$ cat config.mk
export PLATFORM = sky130hd
export DESIGN_NAME = rgb_to_yuv420_converter
export DESIGN_NICKNAME = d
export VERILOG_FILES = /design/src/rtl/core/rgb2yuv_pkg.sv /design/src/rtl/core/rgb2yuv_pos_counter.sv /design/src/rtl/core/rgb2yuv_color_math.sv /design/src/rtl/core/rgb_to_yuv420_converter.sv
export SDC_FILE = /design/constraint.sdc
export NUM_CORES = 1
export LEC_CHECK = 0
export BUFFER_PORTS_ARGS = -buffer_cell sky130_fd_sc_hd__buf_2
export CAP_MARGIN = 20
export CELL_PAD_IN_SITES_DETAIL_PLACEMENT = 1
export CELL_PAD_IN_SITES_GLOBAL_PLACEMENT = 2
export CORE_AREA = 8 8 245 247
export CTS_CLUSTER_DIAMETER = 80
export DETAILED_ROUTE_END_ITERATION = 7
export DIE_AREA = 0 0 253 255
export GPL_ROUTABILITY_DRIVEN = 0
export GPL_TIMING_DRIVEN = 0
export PLACE_DENSITY = 0.77
export SLEW_MARGIN = 20
export SYNTH_ARGS = -nofsm -noshare
export SYNTH_HDL_FRONTEND = slang
export SYNTH_SLANG_ARGS = --single-unit
$ cat constraint.sdc
create_clock -name clk -period 6.95 [get_ports clk]
set_input_delay 0 -clock clk [delete_from_list [all_inputs] [get_ports clk]]
set_output_delay 0 -clock clk [all_outputs]
set_load 0.05 [all_outputs]
$ cat src/rtl/core/rgb2yuv_pkg.sv
// Shared types, constants and helpers for the RGB to YCbCr 4:2:0 converter.
package rgb2yuv_pkg;

  // Field widths
  localparam int PIX_W   = 8;
  localparam int CFG_W   = 13;
  localparam int CIDX_W  = 1;
  // Accumulator: signed, 16 fractional bits, holds 255 * 2^16 plus offset
  localparam int ACC_W   = 26;
  localparam int FRAC_W  = 16;

  // Configuration register indexes
  localparam logic [CIDX_W-1:0] REG_FRAME_WIDTH  = 1'd0;
  localparam logic [CIDX_W-1:0] REG_FRAME_HEIGHT = 1'd1;

  // Dimension values after reset
  localparam logic [CFG_W-1:0] RESET_WIDTH  = 13'd640;
  localparam logic [CFG_W-1:0] RESET_HEIGHT = 13'd480;

  // BT.601-like coefficients, Q0.16
  localparam logic signed [ACC_W-1:0] COEF_YR = 26'sd19595;
  localparam logic signed [ACC_W-1:0] COEF_YG = 26'sd38470;
  localparam logic signed [ACC_W-1:0] COEF_YB = 26'sd7471;
  localparam logic signed [ACC_W-1:0] COEF_UR = -26'sd11076;
  localparam logic signed [ACC_W-1:0] COEF_UG = -26'sd21758;
  localparam logic signed [ACC_W-1:0] COEF_UB = 26'sd32768;
  localparam logic signed [ACC_W-1:0] COEF_VR = 26'sd32768;
  localparam logic signed [ACC_W-1:0] COEF_VG = -26'sd27460;
  localparam logic signed [ACC_W-1:0] COEF_VB = -26'sd5308;
  localparam logic signed [ACC_W-1:0] CHROMA_OFFSET = 26'sd8388608;

  // One input pixel
  typedef struct packed {
    logic [PIX_W-1:0] red;
    logic [PIX_W-1:0] green;
    logic [PIX_W-1:0] blue;
  } pixel_t;

  // Position flags travelling with a pixel
  typedef struct packed {
    logic chroma_valid;
    logic frame_last;
  } pos_flags_t;

  // Negative gives 0, integer part above 255 gives 255, fraction dropped
  function automatic logic [PIX_W-1:0] clamp_byte(input logic signed [ACC_W-1:0] acc);
    logic [PIX_W-1:0] res;
    if (acc[ACC_W-1]) begin
      res = '0;
    end else if (|acc[ACC_W-2:FRAC_W+PIX_W]) begin
      res = '1;
    end else begin
      res = acc[FRAC_W+PIX_W-1:FRAC_W];
    end
    return res;
  endfunction

endpackage

$ cat src/rtl/core/rgb2yuv_pos_counter.sv
// Dimension registers and column/row counters that flag chroma sites and frame end.
module rgb2yuv_pos_counter #(
  parameter int MAX_DIMENSION = 4096
) (
  input  logic                            clk,
  input  logic                            rst,
  input  logic                            cfg_we,
  input  logic [rgb2yuv_pkg::CIDX_W-1:0]  cfg_index,
  input  logic [rgb2yuv_pkg::CFG_W-1:0]   cfg_data,
  input  logic                            advance,
  output rgb2yuv_pkg::pos_flags_t         flags
);
  import rgb2yuv_pkg::*;

  localparam int CW    = (MAX_DIMENSION > 2) ? $clog2(MAX_DIMENSION) : 1;
  localparam int DIM_W = (CFG_W > CW + 1) ? CFG_W : CW + 1;
  localparam logic [DIM_W-1:0] MAX_D = DIM_W'(MAX_DIMENSION);

  // Last index of a line or frame, with the dimension clamped to 2..MAX
  function automatic logic [CW-1:0] dim_limit(input logic [CFG_W-1:0] v);
    logic [DIM_W-1:0] ext;
    logic [DIM_W-1:0] lim;
    ext = DIM_W'(v);
    if (ext < DIM_W'(2)) begin
      lim = DIM_W'(1);
    end else if (ext > MAX_D) begin
      lim = MAX_D - DIM_W'(1);
    end else begin
      lim = ext - DIM_W'(1);
    end
    return lim[CW-1:0];
  endfunction

  logic [CW-1:0] col_limit;
  logic [CW-1:0] row_limit;
  logic [CW-1:0] column_count;
  logic [CW-1:0] row_count;
  logic          line_end;
  logic          last_row;

  // Limits are derived at reset and at the register write
  always_ff @(posedge clk) begin
    if (rst) begin
      col_limit <= dim_limit(RESET_WIDTH);
      row_limit <= dim_limit(RESET_HEIGHT);
    end else if (cfg_we) begin
      case (cfg_index)
        REG_FRAME_WIDTH:  col_limit <= dim_limit(cfg_data);
        REG_FRAME_HEIGHT: row_limit <= dim_limit(cfg_data);
        default: ;
      endcase
    end
  end

  assign line_end = column_count >= col_limit;
  assign last_row = row_count >= row_limit;

  // Raster position of the next word
  always_ff @(posedge clk) begin
    if (rst) begin
      column_count <= '0;
      row_count    <= '0;
    end else if (advance) begin
      if (line_end) begin
        column_count <= '0;
        row_count    <= last_row ? '0 : row_count + CW'(1);
      end else begin
        column_count <= column_count + CW'(1);
      end
    end
  end

  assign flags.chroma_valid = ~(column_count[0] | row_count[0]);
  assign flags.frame_last   = line_end & last_row;

  // Wrap at line end
  a_col_wrap: assert property (@(posedge clk) disable iff (rst)
    advance && line_end |=> column_count == '0)
    else $error("column did not wrap at line end");

  // Step inside a line
  a_col_step: assert property (@(posedge clk) disable iff (rst)
    advance && !line_end |=> column_count == $past(column_count) + CW'(1) &&
                             row_count == $past(row_count))
    else $error("column did not step");

  // Frame end returns to the origin
  a_frame_wrap: assert property (@(posedge clk) disable iff (rst)
    advance && flags.frame_last |=> column_count == '0 && row_count == '0)
    else $error("frame end did not return to origin");

endmodule

$ cat src/rtl/core/rgb2yuv_color_math.sv
// Fixed-point RGB to YCbCr matrix with clamping to one byte per component.
module rgb2yuv_color_math (
  input  rgb2yuv_pkg::pixel_t             pix,
  output logic [rgb2yuv_pkg::PIX_W-1:0]   luma,
  output logic [rgb2yuv_pkg::PIX_W-1:0]   chroma_blue,
  output logic [rgb2yuv_pkg::PIX_W-1:0]   chroma_red
);
  import rgb2yuv_pkg::*;

  logic signed [ACC_W-1:0] r;
  logic signed [ACC_W-1:0] g;
  logic signed [ACC_W-1:0] b;
  logic signed [ACC_W-1:0] y_acc;
  logic signed [ACC_W-1:0] u_acc;
  logic signed [ACC_W-1:0] v_acc;

  // Zero-extend components into the accumulator width
  assign r = $signed({{(ACC_W-PIX_W){1'b0}}, pix.red});
  assign g = $signed({{(ACC_W-PIX_W){1'b0}}, pix.green});
  assign b = $signed({{(ACC_W-PIX_W){1'b0}}, pix.blue});

  // Constant-coefficient products, summed in Q.16
  assign y_acc = COEF_YR * r + COEF_YG * g + COEF_YB * b;
  assign u_acc = COEF_UR * r + COEF_UG * g + COEF_UB * b + CHROMA_OFFSET;
  assign v_acc = COEF_VR * r + COEF_VG * g + COEF_VB * b + CHROMA_OFFSET;

  assign luma        = clamp_byte(y_acc);
  assign chroma_blue = clamp_byte(u_acc);
  assign chroma_red  = clamp_byte(v_acc);

endmodule

$ cat src/rtl/core/rgb_to_yuv420_converter.sv
// Top level: RGB pixel stream in, YCbCr 4:2:0-tagged pixel stream out.
//
// Input channel s_axis_*: one BGR pixel per word, raster order.
// Output channel m_axis_*: one word per input pixel with Y, Cb, Cr of that
// pixel; tuser marks the pixels that carry the 4:2:0 chroma sample (even row
// and even column), tlast marks the last pixel of the frame.
// Configuration: cfg_we writes cfg_data to register cfg_index (0: frame width,
// 1: frame height), taken at once; write only while the stream is idle.
// Dimensions are clamped to 2..MAX_DIMENSION.
// Stages: input register, then result register, with the color matrix
// between them.
// Throughput: one pixel per clock; both stages advance together whenever the
// output register is empty or being taken.
// Reset: rst is synchronous; it empties both stages, sets 640 x 480 and puts
// the raster position at row 0, column 0.
// Stall: with m_axis_tready low the output word holds, the input register
// still fills once, and s_axis_tready drops only when both stages are full.
module rgb_to_yuv420_converter #(
  parameter int MAX_DIMENSION = 4096
) (
  input  logic                            clk,
  input  logic                            rst,
  // Configuration write port
  input  logic                            cfg_we,
  input  logic [rgb2yuv_pkg::CIDX_W-1:0]  cfg_index,
  input  logic [rgb2yuv_pkg::CFG_W-1:0]   cfg_data,
  // Pixel input
  input  logic                            s_axis_tvalid,
  output logic                            s_axis_tready,
  input  logic [23:0]                     s_axis_tdata,  // blue, green, red
  // Pixel output
  output logic                            m_axis_tvalid,
  input  logic                            m_axis_tready,
  output logic [23:0]                     m_axis_tdata,  // luma, chroma_blue, chroma_red
  output logic                            m_axis_tuser,  // chroma_valid
  output logic                            m_axis_tlast   // frame_last
);
  import rgb2yuv_pkg::*;

  logic       advance;
  logic       accept;
  pos_flags_t pos_flags;

  logic       s1_valid;
  pixel_t     s1_pix;
  pos_flags_t s1_flags;

  logic [PIX_W-1:0] y_val;
  logic [PIX_W-1:0] cb_val;
  logic [PIX_W-1:0] cr_val;

  // Pipeline moves when the output register is free or being drained
  assign advance       = !m_axis_tvalid || m_axis_tready;
  assign s_axis_tready = !s1_valid || advance;
  assign accept        = s_axis_tvalid && s_axis_tready;

  rgb2yuv_pos_counter #(
    .MAX_DIMENSION (MAX_DIMENSION)
  ) u_pos (
    .clk       (clk),
    .rst       (rst),
    .cfg_we    (cfg_we),
    .cfg_index (cfg_index),
    .cfg_data  (cfg_data),
    .advance   (accept),
    .flags     (pos_flags)
  );

  // Input register stage
  always_ff @(posedge clk) begin
    if (rst) begin
      s1_valid <= 1'b0;
    end else if (s_axis_tready) begin
      s1_valid <= s_axis_tvalid;
    end
  end

  always_ff @(posedge clk) begin
    if (accept) begin
      s1_pix.blue  <= s_axis_tdata[7:0];
      s1_pix.green <= s_axis_tdata[15:8];
      s1_pix.red   <= s_axis_tdata[23:16];
      s1_flags     <= pos_flags;
    end
  end

  rgb2yuv_color_math u_math (
    .pix         (s1_pix),
    .luma        (y_val),
    .chroma_blue (cb_val),
    .chroma_red  (cr_val)
  );

  // Result register stage
  always_ff @(posedge clk) begin
    if (rst) begin
      m_axis_tvalid <= 1'b0;
    end else if (advance) begin
      m_axis_tvalid <= s1_valid;
    end
  end

  always_ff @(posedge clk) begin
    if (advance && s1_valid) begin
      m_axis_tdata <= {cr_val, cb_val, y_val};
      m_axis_tuser <= s1_flags.chroma_valid;
      m_axis_tlast <= s1_flags.frame_last;
    end
  end

  // A full input stage moving forward lands in the output register
  a_stage_move: assert property (@(posedge clk) disable iff (rst)
    s1_valid && advance |=> m_axis_tvalid)
    else $error("word lost between stages");

  // Input is refused only when both stages hold a word
  a_ready_full: assert property (@(posedge clk) disable iff (rst)
    !s_axis_tready |-> s1_valid && m_axis_tvalid && !m_axis_tready)
    else $error("input refused with room in pipeline");

  // A held input word stays in place while the output is stalled
  a_s1_hold: assert property (@(posedge clk) disable iff (rst)
    s1_valid && !advance |=> s1_valid && $stable(s1_pix) && $stable(s1_flags))
    else $error("input stage changed under stall");

endmodule
# Yosys cells after proc, flatten, opt, wreduce, memory -nomap -nowiden
# Cells that the tools add are included.
[totals]
register_bits = 102
wordCells = 58
[op_classes]
n_addsub = 11
multipliers = 7
magnitude_cmp = 4
muxes = 7
bitwise_logic = 4
reduce_logical = 9
[ops]
columns = ["cell", "count"]
rows = [
  ["adder 26 bit", 4],
  ["adder 26 x 25 -> 26 bit, second input constant", 2],
  ["two-way mux 12 bit", 4],
  ["multiplier 15 x 8 -> 23 bit, first input constant", 2],
  ["adder 24 x 26 -> 26 bit", 1],
  ["adder 26 x 24 -> 26 bit", 1],
  ["adder 12 x 1 -> 12 bit, second input constant", 2],
  [">= comparator 12 bit", 2],
  ["multiplier 15 x 9 -> 24 bit, first input constant", 1],
  ["two-way mux 8 bit", 3],
  ["multiplier 14 x 9 -> 23 bit, first input constant", 1],
  ["multiplier 13 x 9 -> 22 bit, first input constant", 1],
  ["multiplier 12 x 9 -> 21 bit, first input constant", 1],
  ["multiplier 13 x 8 -> 21 bit, first input constant", 1],
  ["> comparator 13 bit, second input constant", 1],
  ["less-than comparator 13 x 2 -> 1 bit, second input constant", 1],
  ["subtractor 12 x 1 -> 12 bit, second input constant", 1],
  ["AND reduction 2 bit", 3],
  ["logical AND 1 bit", 2],
  ["zero test 1 bit", 2],
  ["logical OR 1 bit", 2],
  ["NOT 1 bit", 2],
  ["bitwise AND 1 bit", 1],
  ["OR 1 bit", 1],
]

# Depth between registers and ports, before layout
[depth]
word_depth = 5
depth_mapped = 29
ltp_nobuf = 29

# Cells and area by module
# Synthesis repeated with hierarchy kept, for this count alone.
[unflattened]
cells_unflattened = 2124
hier_area_um2 = 20240.7
[modules_own_cells]
columns = ["mod", "n_inst", "cells_per_inst", "area_each_um2", "seq_area_each_um2"]
rows = [
  ["rgb2yuv_color_math", 1, 1703, 15741.3, 0.0],
  ["rgb2yuv_pos_counter", 1, 359, 2834.0, 960.9],
  ["rgb_to_yuv420_converter", 1, 62, 1665.3, 1601.5],
]

# Least setup slack after synthesis
# No wires, ideal clock.
[synth_path]
kind = "register -> register"
startpoint = "register s1_pix[17] in the netlist's numbering"
endpoint = "register m_axis_tdata[10] (data pin)"
setup_ns = 0.276
arrival_time_ns = 6.613
required_ns = 6.674
setup_slack_ns = 0.061
path_stages_with_launch = 28
path_buffers = 0
period_less_slack_ns = 6.889
path_cell_list = "edfxtp_1 -> fa_1 -> ha_1 -> ha_1 -> inv_1 -> fa_1 -> inv_1 -> ha_1 -> fa_1 -> a21o_1 -> a21oi_1 -> o21bai_1 -> a211oi_1 -> o31ai_1 -> or4_1 -> a31o_2 -> a21oi_1 -> xor2_1 -> fa_1 -> inv_1 -> ha_1 -> o21ai_0 -> nand2b_1 -> a311oi_1 -> o31ai_1 -> a21oi_1 -> xor2_1 -> a21oi_1"
[synth_via]
elab_chain_cells = 5
[synth_lines]
columns = ["item", "line_no", "text"]
rows = [
  ["start, declared", "rgb_to_yuv420_converter.sv:45", "pixel_t s1_pix;"],
  ["multiplier 13 x 9 -> 22 bit (*)", "rgb2yuv_color_math.sv:24", "assign u_acc = COEF_UR * r + COEF_UG * g + COEF_UB * b + CHROMA_OFFSET;"],
  ["adder 26 bit (*)", "rgb2yuv_color_math.sv:24", ""],
  ["adder 26 x 24 -> 26 bit (*)", "rgb2yuv_color_math.sv:24", ""],
  ["adder 26 x 25 -> 26 bit (*)", "rgb2yuv_color_math.sv:24", ""],
  ["two-way mux 8 bit", "rgb2yuv_pkg.sv:50", "end else if (|acc[ACC_W-2:FRAC_W+PIX_W]) begin"],
  ["end signal, assigned", "rgb_to_yuv420_converter.sv:105", "m_axis_tdata <= {cr_val, cb_val, y_val};"],
  ["end, declared", "rgb_to_yuv420_converter.sv:34", "output logic [23:0] m_axis_tdata,"],
]
# Every way passes the cells marked *; elsewhere a longest branch is shown, timed or not.
# A chain may end at the register's enable or synchronous reset.

# Worst setup path in the final report
[layout_path]
startpoint = "register s1_pix[16] in the netlist's numbering"
endpoint = "register m_axis_tdata[9] (data pin)"
# Same word-level chain as after synthesis.

==> flow_summary.json <==
{
  "synthDistinctLibCells": 72,
  "ioPinCount": 71,
  "dp_slack_ps": -1390,
  "globalRoute.totalOverflow": 0,
  "fp.dieH_microns": 255,
  "n_fill_cell": 6532,
  "worst_ep_required_time_ps": 7090,
  "cts_num_sinks": 102,
  "worstReg2RegEnd": "m_axis_tdata[9]$_SDFFCE_PP0P_",
  "post_route_cells_drive_above_1_share_pct": 14.9,
  "antennaDiodeCount": 0,
  "clock_tree_from_tritoncts": "done",
  "most-common-layout-cells": "inv_1, ha_1, fa_1, nor2_1",
  "syn-num-nets": 3065,
  "worst_pin_slew_ps": 833,
  "clock_insertion_delay_worst_skew_ps": 400,
  "area_growth_pct": 18.5,
  "status": "finished, final reports clean",
  "reg2regPathDepth": 23,
  "hold_path_end": "u_pos.column_count[10]$_SDFFE_PP0P_",
  "design.die.area_sq_mm": 0.0645,
  "post-route-worst-setup-slack_ps": 62.3,
  "max_slew_margin_pct": 44.3,
  "final_max_slew_viol_count": 0,
  "worst-endpoint-arrival_ps": 7020,
  "worstSetupStartpointType": "register",
  "num_rows": 87,
  "number_of_synthesized_flops_with_an_enable_pin": 52,
  "post_synthesis_cells": 2329,
  "worstSetupPathType": "reg2reg",
  "globalRouteTotalUtil_pct": 19.3,
  "ys_async_sr_fraction_pct": 0,
  "clk_root_buffer_cell": "clkbuf_16",
  "timing.setup.tns_ps": 0,
  "number_of_hold_slack_violations_in_the_final_timing_report": 0,
  "max_freq_mhz": 145,
  "hp-start": "rst",
  "cts_max_path_buffers": 2,
  "vias": 16800,
  "timing.final.crit_period_ps": 6890,
  "routed_wirelength_mm": 62.0,
  "io_buffer_count": 70,
  "setup.reg_to_reg.worst_slack_ps": 60,
  "largest_net_degree_at_the_start_of_global_routing": 22,
  "hold_class": "in2reg",
  "routed_wire_length_per_instance_microns": 18.6,
  "maxCapViolCount": 0,
  "fp.dieW_microns": 253,
  "start_util_pct": 37.7,
  "mostFrequentLayoutCell": "inv_1",
  "worstHoldPathCells": 3,
  "syn_area_sq_mm": 0.0211,
  "antenna_violating_nets_post_route": 0,
  "core_area_sq_mm": 0.0560,
  "drt_first_pass_iters": 5,
  "timing.clock.skew_ps": 19.3,
  "ys_ff_latch": 102,
  "crit_path_max_fanout": 7,
  "drt_iter0_markers": 507,
  "routed_via_density": 5.05,
  "post_route_drc_violation_count": 0,
  "clkSlewWorstSetupHoldPaths_ps": 90,
  "wire_length_of_the_first_global_routing_pass_mm": 98.1,
  "layout.nets": 3298,
  "grt_antenna_before_repair": 0,
  "setup_viol": 0,
  "timing.final.crit_share_pct": 99.1,
  "r2r-start": "s1_pix[16]$_DFFE_PP_",
  "rsz0062_at_grt": "true",
  "cp_cell_sequence": "buf_6, fa_2, buf_4, fa_1, fa_1, inv_1, fa_1, inv_1, ha_1, and2_1, a22o_1, a311o_1, a21oi_1, xor2_1, fa_1, inv_1, ha_1, a311oi_2, o31ai_4, buf_4, xnor2_2, buf_4, a21oi_2",
  "ys_dominant_reg_cell": "edfxtp_1",
  "synth_sequential_area_ratio_pct": 12.2,
  "cp_slowest_cell": "fa_2",
  "cp-end-kind": "register",
  "cts_inserted_buffers": 9,
  "number_of_global_route_vias_before_repair": 18600,
  "hpwl_mm": 50.6,
  "yosys_warnings": 0,
  "most_used_cell_along_the_critical_path": "fa_1",
  "cts-htree-levels": 3,
  "slowest_delay_ps": 630,
  "syn_area_cell_sq_um": 9.05
}
-- cell usage after synthesis, drive strengths merged, types with 6 or more instances --
master	instances	area share [%]
or4	6	0.23
ha	469	28
a211oi	18	0.64
nand4	18	0.53
nand2b	26	0.77
nor2b	26	0.77
dfxtp	50	4.8
nor2	122	2.2
a31oi	15	0.45
edfxtp	52	7.4
xnor2	79	3.3
o21bai	9	0.32
a21oi	129	3.1
inv	551	9.8
o21a	26	0.93
or2	12	0.37
clkbuf	10	0.18
nand2	83	1.5
or3	16	0.48
o31ai	9	0.34
o21ai	63	1.6
a21boi	6	0.21
xor2	80	3.3
a21o	39	1.4
and3	17	0.50
fa	224	21
a211o	21	0.87
nand3	37	0.88
and2	13	0.39
o211ai	6	0.21
nor3	31	0.74
-- state kept, by name, indices dropped and copies added, names as in the netlist, 2 cells and up --
name                count
m_axis_tdata           24
s1_flags                2
s1_pix                 24
u_pos.col_limit        12
u_pos.column_count     12
u_pos.row_count        12
u_pos.row_limit        12
-- worst max-delay path, delay by kind of cell (launching register included) --
kind | cells | cell delay [ps]
adders and majority gates | 7 | 3260
and+or+nand+nor | 1 | 200
AOI/OAI and AO/OA | 6 | 1350
xor gates and xnor gates | 2 | 520
DFF | 1 | 440
buffers and inverters | 7 | 860
-- area by class of cell --
cell class | instances | area (sq um) | share of cell area (%)
multi-input cells | 1665 | 17400 | 69.6
flip-flops and latches | 102 | 2560 | 10.3
clock buffers | 9 | 225 | 0.902
well taps | 756 | 946 | 3.79
plain buffers | 11 | 42.5 | 0.170
inverters | 551 | 2080 | 8.34
repair buffers | 222 | 1650 | 6.62
clock inverters | 7 | 86.3 | 0.346
-- cells by family after synthesis --
group / count (synthesis) / synth area share, %
mux: 1 / 0.0475
flops: 102 / 12.2
compound gates: 385 / 11.9
buf+inv: 562 / 10.0
fa+ha+maj: 693 / 49.1
xor+xnor: 159 / 6.61
simple gates: 427 / 10.1
-- through the flow --
| stage | utilization, % | instance area, sq um | cells | hold slack [ps] |
|---|---|---|---|---|
| final | 44.6 | 25000 | 3323 | 69.8 |
| after global routing | 44.6 | 25000 | 3323 | 54.4 |
| after CTS | 43.3 | 24200 | 3289 | 37.4 |
| after detailed placement | 40.1 | 22400 | 3157 | 180 |
| after global placement | 40.0 | 22400 | 3155 | 179 |
| after floorplan | - | 21100 | 2329 | 98.9 |
-- worst max path at each step --
stage                                     from                             end  slack, ps  depth (start not counted)
after floorplan           s1_pix[17]$_DFFE_PP_  m_axis_tdata[10]$_SDFFCE_PP0P_         60                         27
after global placement    s1_pix[16]$_DFFE_PP_  m_axis_tdata[10]$_SDFFCE_PP0P_      -1180                         27
after detailed placement  s1_pix[16]$_DFFE_PP_   m_axis_tdata[9]$_SDFFCE_PP0P_      -1390                         27
after CTS                  s1_pix[6]$_DFFE_PP_   m_axis_tdata[0]$_SDFFCE_PP1P_         -9                         26
after global routing      s1_pix[16]$_DFFE_PP_   m_axis_tdata[9]$_SDFFCE_PP0P_       -170                         29
final                     s1_pix[16]$_DFFE_PP_   m_axis_tdata[9]$_SDFFCE_PP0P_         60                         23
-- layer usage --
layer	track usage [%]	up-vias	routed length, microns
met1	23.8	8354	27700
met5	0	-	0
met3	2.46	69	1600
met4	5.18	0	1530
met2	35.4	203	31100
li1	-	8164	-
-- repair_timing --
action | CTS | global route
resized for setup | 117 | 100
setup endpoints to repair | 24 | 24
buffers inserted | 89 | 35
hold buffers | 27 | 0
pin swaps | 55 | 87
endpoints found under the hold margin | 26 | 0
Power is left out: the tool's default activity adds up to more than one toggle a clock period on the data nets, which glitch-free logic cannot reach.
